<file path="src/cctx_pkg.sv">
// Shared types and constants for the periodic CAN transmit table.
// Used by the command front end, the table engine and the top level.
package cctx_pkg;

  localparam int unsigned IdW    = 29;
  localparam int unsigned DataW  = 64;
  localparam int unsigned LenW   = 4;
  localparam int unsigned IvlW   = 16;
  localparam int unsigned TicksW = 13;
  localparam int unsigned MaxResults = 16;
  localparam logic [TicksW-1:0] TicksMax = {TicksW{1'b1}};
  localparam logic [LenW-1:0] LenMax = LenW'(8);

  typedef enum logic [1:0] {
    CMD_SEND = 2'd0,
    CMD_SET  = 2'd1,
    CMD_TICK = 2'd2
  } cmd_e;

  // One classified command as passed from front end to table engine.
  typedef struct packed {
    cmd_e              cmd;
    logic              ext;
    logic [IdW-1:0]    id;
    logic [DataW-1:0]  data;
    logic [LenW-1:0]   len;
    logic [IvlW-1:0]   ivl;
  } cmd_t;

  // One frame leaving the block.
  typedef struct packed {
    logic              ext;
    logic [IdW-1:0]    id;
    logic [DataW-1:0]  data;
    logic [LenW-1:0]   len;
    logic              last;
  } frame_t;

  // Clear payload bytes at or above the length.
  function automatic logic [DataW-1:0] keep_bytes(logic [DataW-1:0] d, logic [LenW-1:0] l);
    logic [DataW-1:0] m;
    m = '0;
    for (int b = 0; b < 8; b++) begin
      if (LenW'(b) < l) m[b*8 +: 8] = 8'hFF;
    end
    return d & m;
  endfunction

endpackage

</file>
<file path="src/cctx_front.sv">
// Front end: accepts input items, saturates length, masks payload, classifies
// the command and holds it in a two-entry queue. Depends on cctx_pkg.
module cctx_front (
  input  logic              clk_i,
  input  logic              rst_ni,
  input  logic              in_valid_i,
  output logic              in_ready_o,
  input  logic              command_i,
  input  logic              ext_i,
  input  logic [28:0]       id_i,
  input  logic [63:0]       data_i,
  input  logic [3:0]        len_i,
  input  logic [15:0]       ivl_i,
  output logic              q_valid_o,
  input  logic              q_ready_i,
  output cctx_pkg::cmd_t    q_cmd_o
);

  cctx_pkg::cmd_t slot_q [2];
  logic           wr_q, rd_q;
  logic [1:0]     cnt_q;
  cctx_pkg::cmd_t cls;
  logic [3:0]     len_sat;
  logic           push, pop;

  // Classify and clean up the incoming item.
  always_comb begin
    len_sat = (len_i > cctx_pkg::LenMax) ? cctx_pkg::LenMax : len_i;
    cls.ext  = ext_i;
    cls.id   = id_i;
    cls.len  = len_sat;
    cls.data = cctx_pkg::keep_bytes(data_i, len_sat);
    cls.ivl  = ivl_i;
    if (command_i)         cls.cmd = cctx_pkg::CMD_TICK;
    else if (ivl_i == '0)  cls.cmd = cctx_pkg::CMD_SEND;
    else                   cls.cmd = cctx_pkg::CMD_SET;
  end

  assign in_ready_o = (cnt_q != 2'd2);
  assign q_valid_o  = (cnt_q != 2'd0);
  assign q_cmd_o    = slot_q[rd_q];
  assign push = in_valid_i && in_ready_o;
  assign pop  = q_valid_o && q_ready_i;

  // Queue storage.
  always_ff @(posedge clk_i) begin
    if (push) slot_q[wr_q] <= cls;
  end

  // Queue pointers.
  always_ff @(posedge clk_i or negedge rst_ni) begin
    if (!rst_ni) begin
      wr_q <= 1'b0;
      rd_q <= 1'b0;
      cnt_q <= 2'd0;
    end else begin
      if (push) wr_q <= ~wr_q;
      if (pop) rd_q <= ~rd_q;
      cnt_q <= cnt_q + {1'b0, push} - {1'b0, pop};
    end
  end

  a_cnt_range: assert property (@(posedge clk_i) disable iff (!rst_ni) cnt_q != 2'd3)
    else $error("queue count out of range");
  a_no_push_full: assert property (@(posedge clk_i) disable iff (!rst_ni)
    cnt_q == 2'd2 |-> !push) else $error("push into full queue");
  a_ptr_sync: assert property (@(posedge clk_i) disable iff (!rst_ni)
    (cnt_q == 2'd0 || cnt_q == 2'd2) |-> wr_q == rd_q) else $error("pointer mismatch");

endmodule

</file>
<file path="src/cctx_engine.sv">
// Table engine: holds the periodic table, scans one entry per cycle per command
// (a tick can stall), emits frames via an output register. Depends on cctx_pkg.
module cctx_engine #(
  parameter int unsigned TABLE_ENTRIES = 16
) (
  input  logic              clk_i,
  input  logic              rst_ni,
  input  logic              q_valid_i,
  output logic              q_ready_o,
  input  cctx_pkg::cmd_t    q_cmd_i,
  output logic              out_valid_o,
  input  logic              out_ready_i,
  output cctx_pkg::frame_t  out_frame_o
);

  localparam int unsigned IdxW = (TABLE_ENTRIES > 1) ? $clog2(TABLE_ENTRIES) : 1;
  localparam int unsigned CntW = $clog2(TABLE_ENTRIES + 1);
  localparam int unsigned NW   = $clog2(cctx_pkg::MaxResults + 1);
  localparam int unsigned FrameW = $bits(cctx_pkg::frame_t);

  typedef enum logic [4:0] {
    S_IDLE = 5'b00001,
    S_SCAN = 5'b00010,
    S_FREE = 5'b00100,
    S_EMIT = 5'b01000,
    S_FLSH = 5'b10000
  } state_e;

  state_e state_q;

  logic [TABLE_ENTRIES-1:0] valid_q;
  logic                     ext_m  [TABLE_ENTRIES];
  logic [28:0]              id_m   [TABLE_ENTRIES];
  logic [63:0]              data_m [TABLE_ENTRIES];
  logic [3:0]               len_m  [TABLE_ENTRIES];
  logic [15:0]              ivl_m  [TABLE_ENTRIES];
  logic [12:0]              tick_m [TABLE_ENTRIES];

  cctx_pkg::cmd_t   cmd_q;
  logic [CntW-1:0]  pos_q;
  logic             free_hit_q;
  logic [IdxW-1:0]  free_q;
  logic [NW-1:0]    n_q;
  // Pending due frame held until the next one is known, to mark the last.
  logic             pend_q;
  cctx_pkg::frame_t pend_frame_q;
  logic             ov_q;
  cctx_pkg::frame_t ov_frame_q;

  logic [IdxW-1:0]  idx;
  logic             hit, due;
  logic [12:0]      t_inc;
  logic [16:0]      t_x10;
  logic             can_load;
  logic             is_tick, tick_live, take, scan_stall;
  logic             ov_load;

  assign idx   = pos_q[IdxW-1:0];
  assign hit   = valid_q[idx] && (id_m[idx] == cmd_q.id);
  assign t_inc = (tick_m[idx] < cctx_pkg::TicksMax) ? tick_m[idx] + 13'd1 : tick_m[idx];
  assign t_x10 = {1'b0, t_inc, 3'b000} + {3'b000, t_inc, 1'b0};
  assign due   = {1'b0, t_x10} >= {2'b00, ivl_m[idx]};

  assign out_valid_o = ov_q;
  assign out_frame_o = ov_frame_q;
  assign q_ready_o   = (state_q == S_IDLE);

  assign can_load   = !ov_q || out_ready_i;
  assign is_tick    = (cmd_q.cmd == cctx_pkg::CMD_TICK);
  assign tick_live  = valid_q[idx] && (ivl_m[idx] != '0);
  assign take       = tick_live && due && (n_q < NW'(cctx_pkg::MaxResults));
  // A pending frame blocks the scan until the output register frees.
  assign scan_stall = pend_q && take && !can_load;

  // A new frame enters the output register in these cases.
  always_comb begin
    ov_load = 1'b0;
    case (state_q)
      S_SCAN:  ov_load = is_tick && !scan_stall && take && pend_q;
      S_FREE:  ov_load = can_load;
      S_EMIT:  ov_load = can_load && (cmd_q.cmd == cctx_pkg::CMD_SEND
                                      || free_hit_q || !valid_q[idx]);
      S_FLSH:  ov_load = pend_q && can_load;
      default: ov_load = 1'b0;
    endcase
  end

  // Output register valid flag.
  always_ff @(posedge clk_i or negedge rst_ni) begin
    if (!rst_ni) begin
      ov_q <= 1'b0;
    end else if (ov_load) begin
      ov_q <= 1'b1;
    end else if (out_ready_i) begin
      ov_q <= 1'b0;
    end
  end

  // Main sequencer: one entry per cycle unless stalled, results via the output register.
  always_ff @(posedge clk_i or negedge rst_ni) begin
    if (!rst_ni) begin
      state_q <= S_IDLE;
      valid_q <= '0;
      pend_q <= 1'b0;
      pos_q <= '0;
      free_hit_q <= 1'b0;
      n_q <= '0;
    end else begin
      case (state_q)
        S_IDLE: begin
          if (q_valid_i) begin
            state_q <= S_SCAN;
            pos_q <= '0;
            free_hit_q <= 1'b0;
            n_q <= '0;
            pend_q <= 1'b0;
          end
        end
        S_SCAN: begin
          if (is_tick) begin
            if (!scan_stall) begin
              if (take) begin
                n_q <= n_q + NW'(1);
                pend_q <= 1'b1;
              end
              if (pos_q == CntW'(TABLE_ENTRIES - 1)) begin
                state_q <= S_FLSH;
              end else begin
                pos_q <= pos_q + CntW'(1);
              end
            end
          end else begin
            if (!valid_q[idx] && !free_hit_q) free_hit_q <= 1'b1;
            if (hit) begin
              state_q <= S_FREE;
            end else if (pos_q == CntW'(TABLE_ENTRIES - 1)) begin
              state_q <= S_EMIT;
            end else begin
              pos_q <= pos_q + CntW'(1);
            end
          end
        end
        S_FREE: begin
          // Match found: drop or refresh, then send.
          if (can_load) begin
            if (cmd_q.cmd == cctx_pkg::CMD_SEND) valid_q[idx] <= 1'b0;
            state_q <= S_IDLE;
          end
        end
        S_EMIT: begin
          if (can_load) begin
            if (cmd_q.cmd != cctx_pkg::CMD_SEND && (free_hit_q || !valid_q[idx])) begin
              valid_q[(free_hit_q) ? free_q : idx] <= 1'b1;
            end
            state_q <= S_IDLE;
          end
        end
        S_FLSH: begin
          if (!pend_q) begin
            state_q <= S_IDLE;
          end else if (can_load) begin
            pend_q <= 1'b0;
            state_q <= S_IDLE;
          end
        end
        default: state_q <= S_IDLE;
      endcase
    end
  end

  // Payload registers: command, free slot, output frame and table fields.
  always_ff @(posedge clk_i) begin
    if (state_q == S_IDLE && q_valid_i) cmd_q <= q_cmd_i;
    if (state_q == S_SCAN && !is_tick && !valid_q[idx] && !free_hit_q) free_q <= idx;
    case (state_q)
      S_SCAN: begin
        if (is_tick && tick_live && !scan_stall) begin
          if (take) begin
            tick_m[idx] <= '0;
            pend_frame_q.ext  <= ext_m[idx];
            pend_frame_q.id   <= ext_m[idx] ? id_m[idx] : {13'd0, id_m[idx][15:0]};
            pend_frame_q.data <= data_m[idx];
            pend_frame_q.len  <= len_m[idx];
            pend_frame_q.last <= 1'b0;
            if (pend_q) ov_frame_q <= pend_frame_q;
          end else begin
            tick_m[idx] <= t_inc;
          end
        end
      end
      S_FREE, S_EMIT: begin
        if (can_load) begin
          ov_frame_q.ext  <= cmd_q.ext;
          ov_frame_q.id   <= cmd_q.ext ? cmd_q.id : {13'd0, cmd_q.id[15:0]};
          ov_frame_q.data <= cmd_q.data;
          ov_frame_q.len  <= cmd_q.len;
          ov_frame_q.last <= 1'b1;
          if (cmd_q.cmd == cctx_pkg::CMD_SET) begin
            if (state_q == S_FREE) begin
              data_m[idx] <= cmd_q.data;
              len_m[idx]  <= cmd_q.len;
              ivl_m[idx]  <= cmd_q.ivl;
              tick_m[idx] <= '0;
            end else if (free_hit_q || !valid_q[idx]) begin
              ext_m[(free_hit_q) ? free_q : idx]  <= cmd_q.ext;
              id_m[(free_hit_q) ? free_q : idx]   <= cmd_q.id;
              data_m[(free_hit_q) ? free_q : idx] <= cmd_q.data;
              len_m[(free_hit_q) ? free_q : idx]  <= cmd_q.len;
              ivl_m[(free_hit_q) ? free_q : idx]  <= cmd_q.ivl;
              tick_m[(free_hit_q) ? free_q : idx] <= '0;
            end
          end
        end
      end
      S_FLSH: begin
        // The held frame is the final one of the tick.
        if (pend_q && can_load) begin
          ov_frame_q <= {pend_frame_q[FrameW-1:1], 1'b1};
        end
      end
      default: ;
    endcase
  end

  a_onehot: assert property (@(posedge clk_i) disable iff (!rst_ni) $onehot(state_q))
    else $error("state not one-hot");
  a_ready_idle: assert property (@(posedge clk_i) disable iff (!rst_ni)
    q_ready_o |-> !pend_q || state_q != S_IDLE) else $error("pending frame lost");
  a_limit: assert property (@(posedge clk_i) disable iff (!rst_ni)
    n_q <= NW'(cctx_pkg::MaxResults)) else $error("too many frames per tick");

endmodule

</file>
<file path="src/can_cyclic_tx_scheduler.sv">
// Periodic CAN transmit table, top level.
// Channel s_axis carries commands (set/send frame, or a 10 ms tick).
// Channel m_axis carries frames; tlast marks the final frame of one command.
// A set or send command scans the table one entry per cycle until a match or
// the end. A tick scans every entry the same way (pausing while the output
// is busy) and sends each due entry in index order, at most 16 frames per tick.
// The front end holds up to two commands in a queue, so input keeps being
// accepted while the engine works or while a frame waits in the output
// register. A stalled receiver halts the scan, nothing is dropped.
// Reset clears all valid flags; the table starts empty and no clearing
// pass is needed.
// Depends on cctx_pkg, cctx_front and cctx_engine.
module can_cyclic_tx_scheduler #(
  parameter int unsigned TABLE_ENTRIES = 16
) (
  input  logic         clk_i,
  input  logic         rst_ni,
  input  logic         s_axis_tvalid,
  output logic         s_axis_tready,
  // tdata: extended_id[0], msg_id[29:1], payload[93:30], payload_length[97:94],
  // interval_ms[113:98], zero fill up to 120
  input  logic [119:0] s_axis_tdata,
  // tuser: command
  input  logic         s_axis_tuser,
  output logic         m_axis_tvalid,
  input  logic         m_axis_tready,
  // tdata: frame_extended[0], frame_id[29:1], frame_data[93:30],
  // frame_length[97:94], zero fill up to 104
  output logic [103:0] m_axis_tdata,
  // tlast: last_in_run
  output logic         m_axis_tlast
);

  logic             q_valid, q_ready;
  cctx_pkg::cmd_t   q_cmd;
  cctx_pkg::frame_t fr;

  cctx_front u_front (
    .clk_i, .rst_ni,
    .in_valid_i (s_axis_tvalid),
    .in_ready_o (s_axis_tready),
    .command_i  (s_axis_tuser),
    .ext_i      (s_axis_tdata[0]),
    .id_i       (s_axis_tdata[29:1]),
    .data_i     (s_axis_tdata[93:30]),
    .len_i      (s_axis_tdata[97:94]),
    .ivl_i      (s_axis_tdata[113:98]),
    .q_valid_o  (q_valid),
    .q_ready_i  (q_ready),
    .q_cmd_o    (q_cmd)
  );

  cctx_engine #(.TABLE_ENTRIES(TABLE_ENTRIES)) u_engine (
    .clk_i, .rst_ni,
    .q_valid_i   (q_valid),
    .q_ready_o   (q_ready),
    .q_cmd_i     (q_cmd),
    .out_valid_o (m_axis_tvalid),
    .out_ready_i (m_axis_tready),
    .out_frame_o (fr)
  );

  assign m_axis_tdata = {6'd0, fr.len, fr.data, fr.id, fr.ext};
  assign m_axis_tlast = fr.last;

endmodule
</file>
<file path="config.mk">
export PLATFORM = sky130hd
export DESIGN_NAME = can_cyclic_tx_scheduler
export DESIGN_NICKNAME = d
export VERILOG_FILES = /design/src/cctx_pkg.sv /design/src/cctx_front.sv /design/src/cctx_engine.sv /design/src/can_cyclic_tx_scheduler.sv
export SDC_FILE = /design/constraint.sdc
export NUM_CORES = 2
export LEC_CHECK = 0
export ABC_AREA = 1
export BUFFER_PORTS_ARGS = -buffer_cell sky130_fd_sc_hd__buf_2
export CORE_ASPECT_RATIO = 0.75
export CORE_MARGIN = 5
export CORE_UTILIZATION = 25
export DETAILED_ROUTE_END_ITERATION = 7
export PLACE_DENSITY = 0.47
export REMOVE_ABC_BUFFERS = 1
export SKIP_LAST_GASP = 1
export SYNTH_ARGS = -nofsm -noshare
export SYNTH_HDL_FRONTEND = slang
export SYNTH_SLANG_ARGS = --single-unit
</file>
<file path="constraint.sdc">
create_clock -name clk_i -period 8.9 [get_ports clk_i]
set_input_delay 1.78 -clock clk_i [delete_from_list [all_inputs] [get_ports clk_i]]
set_output_delay 1.78 -clock clk_i [all_outputs]
set_load 0.05 [all_outputs]
</file>
==> results.ini <==
[cells_and_area]
areaGrowthSynthToFinish_pct = 15.4
drive_gt1_share_pct = 10.5
finalNetCount = 8418
register_area_sq_mm = 0.0785
multi_input_area_sq_mm = 0.0219
fill_cells = 41500

[clock_network]
clkSinkCount = 2619
root_buffer = clkbuf_16
insertion_delay_ps = 920
path_clk_slew_ps = 60
postCtsResizedCells = 0
tritoncts = built
hold_buffers = 0
htree_levels = 5
post-cts-setup-buffers = 0
clockBufferDepth = 4
cts_buffers = 269

[global_routing]
gr-usage-all-layers_pct = 13.9
grt_use_met1_pct = 19.8
antenna_found_initial = 29
grt_max_degree = 219
grtUsageMet2_pct = 22.5
grt.busiest_layer = met2
grt_pass1_wl_um = 444000
grt.met3_usage_pct = 1.90
grt_pass1_vias = 62700
overflow = 0

[power]
p_leak_uw = 0.0409
peakVddDrop_mv = 0.210
p_total_uw = 36100
p_per_area_mw_per_mm2 = 302

[place]
dp_hpwl_um = 159000
dpl_worst_slack_ps = 1010
gp_congestion = 0.798
port_buffers = 219

[timing]
fin_crit_sh_pct = 87.8
setup_viol = 0
max_freq_mhz = 128
final.setup_skew_ps = 130
finalSetupTns_ps = 0
drv_slew = 0
tightest_slew_ps = 1230
hold_viol = 0
layout_setup_ws_ps = 1090
layout_min_cycle_time_ps = 7810
slew_headroom_pct = 17.9
rsz0062_at_grt = false

[routing]
via_count = 64300
postRouteAntennaNets = 0
first_iter_violations = 5526
firstDrtPassIters = 6
vias_per_cell = 4.62
wl_per_cell_um = 22.3
drt_wl_total_um = 310000
drc = 0

[job]
cap_violations = 0

[synthesis]
ys_warn_count = 0
yosys-top-cells-area = edfxtp_1 75%, nand2_1 5.8%, o21ai_0 4.3%
synth-seq-cells = 2619
synthAdderAreaFrac_pct = 0.431
synth_top_cells_by_count = 2581 x edfxtp_1, 1592 x nand2_1, 1165 x nor2_1, 882 x o21ai_0, 465 x o22ai_1
synthMuxAreaShare_pct = 0
synth_compound_area_share_pct = 8.29
synthCells = 8084
synth.top_cell.area_share_pct = 74.9
synth.most_common_cell = edfxtp_1
async_flop_share_pct = 1.45
syn_avg_cell_area_sq_um = 12.8
netlist_area_sq_mm = 0.103
ys_types = 59
synth_xor_area_share_pct = 0.296
ys.flop_type = edfxtp_1
yosysSeqAreaShare_pct = 75.9
synth_top_family_by_area = simple AND/OR/NAND/NOR gates
synth_edf_count = 2581
synthSimpleGateAreaFrac_pct = 11.9
yosysTopAreaCell = edfxtp_1

[die]
chipWidth_um = 753
dieArea_sq_mm = 0.427
die_y_um = 567
core_sq_mm = 0.412
initial_core_util_pct = 25.1
rows = 204
pin_count = 232

[worst_setup_path]
critPathCaptureType = register
startpoint_type = register
cpPeakStageDelay_ps = 910
worst_ep_arrival_time_ps = 8280
critical_path_class = register to register
crit_family = simple AND/OR/NAND/NOR gates
cp_max_fo = 26
crit_top_cell = nand2_1
crit_buf_inv = 4
slowest_stage = nor2_4
cp.required_ps = 9370

[worst_hold_path]
min_path_type = register to register

[status]
status = complete, no violations

-- sequential cells by signal, summed over array words and instances, names as in the netlist, 16 cells and up --
signal and cells:
u_engine.ext_m 16, u_engine.id_m 464, u_engine.tick_m 208, u_front.slot_q 232, u_engine.cmd_q 116, u_engine.len_m 64, u_engine.pend_frame_q 98, u_engine.valid_q 16
u_engine.out_frame_o 99, u_engine.data_m 1024, u_engine.ivl_m 256
-- report_power, final --
| group | internal, uW | total, uW | switching, uW | leakage (uW) |
|---|---|---|---|---|
| combinational | 1900 | 7620 | 5710 | 0.0123 |
| clock | 6280 | 11100 | 4810 | 0.00414 |
| sequential | 16000 | 17300 | 1400 | 0.0244 |
| total | 24100 | 36100 | 11900 | 0.0409 |
-- worst register-to-register path: cells and delay by family (launching register included) --
family / cells / cell delay (ps)
compound gates: 5 / 1160
xor+xnor: 1 / 200
fa+ha+maj: 3 / 820
buf+inv: 4 / 520
flops: 1 / 580
simple gates: 18 / 4150
-- cell families (layout without fill, tap and decap cells) --
logic type                 after synthesis  after routing
DFF                                   2619           2619
other                                    1             10
xor gates and xnor gates                35             35
and+or+nand+nor                       3064           3064
buffers and inverters                  791           1160
adders and majority gates               35             35
AOI/OAI and AO/OA                     1539           1539
-- final timing paths --
| check | endpoint | slack, ps | startpoint | cells past startpoint |
|---|---|---|---|---|
| setup / recovery | u_engine.tick_m[12][12] | 1090 | u_engine.pos_q[3] | 31 |
| hold / removal | u_engine.out_frame_o[67] | 480 | u_engine.pend_frame_q[67] | 2 |
| setup reg to reg | u_engine.tick_m[12][12] | 1090 | u_engine.pos_q[3] | 31 |
| hold reg to reg | u_engine.out_frame_o[67] | 480 | u_engine.pend_frame_q[67] | 2 |
| max in group asynchronous | u_engine.pos_q[0] | 7040 | rst_ni | 1 |
| min in group asynchronous | u_front.wr_q | 1090 | rst_ni | 1 |
-- per-layer routing --
layer | vias up | wire length, um
met5 | - | 46
met1 | 32600 | 142000
met3 | 440 | 18000
met2 | 2035 | 144000
met4 | 6 | 6720
li1 | 29300 | -
-- metrics by stage --
step           std cells  cell area [sq um]  utilization [%]  hold slack, ps
2_1_floorplan       7621             101000                -             459
3_3_place_gp       13400             111000             26.9             471
3_5_place_dp       13400             111000             26.9             491
4_1_cts            13900             119000             29.0             483
5_1_grt            13900             119000             29.0             525
6_report           13900             119000             29.0             481
-- final cells by class --
class | instances | share of cell area (%)
clock inverters | 150 | 1.14
clock buffers | 321 | 5.93
well taps | 5459 | 5.72
multi-input cells | 4679 | 18.4
inverters | 323 | 1.06
flip-flops and latches | 2619 | 65.8
diodes | 4 | 0.00839
repair buffers | 366 | 2.03
-- layout by cell type, fill, tap and decap left out, types with 6 or more instances in the layout --
cell,n
a21oi_1,26
a221oi_1,10
a221oi_2,7
a22o_1,16
buf_12,18
buf_2,219
buf_4,129
bufinv_16,20
clkbuf_1,45
clkbuf_16,276
clkinv_1,59
clkinv_2,48
clkinv_8,6
conb_1,6
dfrtp_1,34
edfxtp_1,2581
ha_1,34
inv_1,294
inv_2,20
inv_6,12
nand2_1,1592
nand2_2,13
nand3_1,115
nand3_2,6
nand4_1,92
nor2_1,1133
nor2_2,23
nor2_4,35
nor3_1,20
nor3_2,7
o21ai_0,882
o21ai_1,94
o22ai_1,465
o41ai_1,7
or2_2,9
xor2_1,31
No activity file was read; power rests on OpenSTA's default activity.
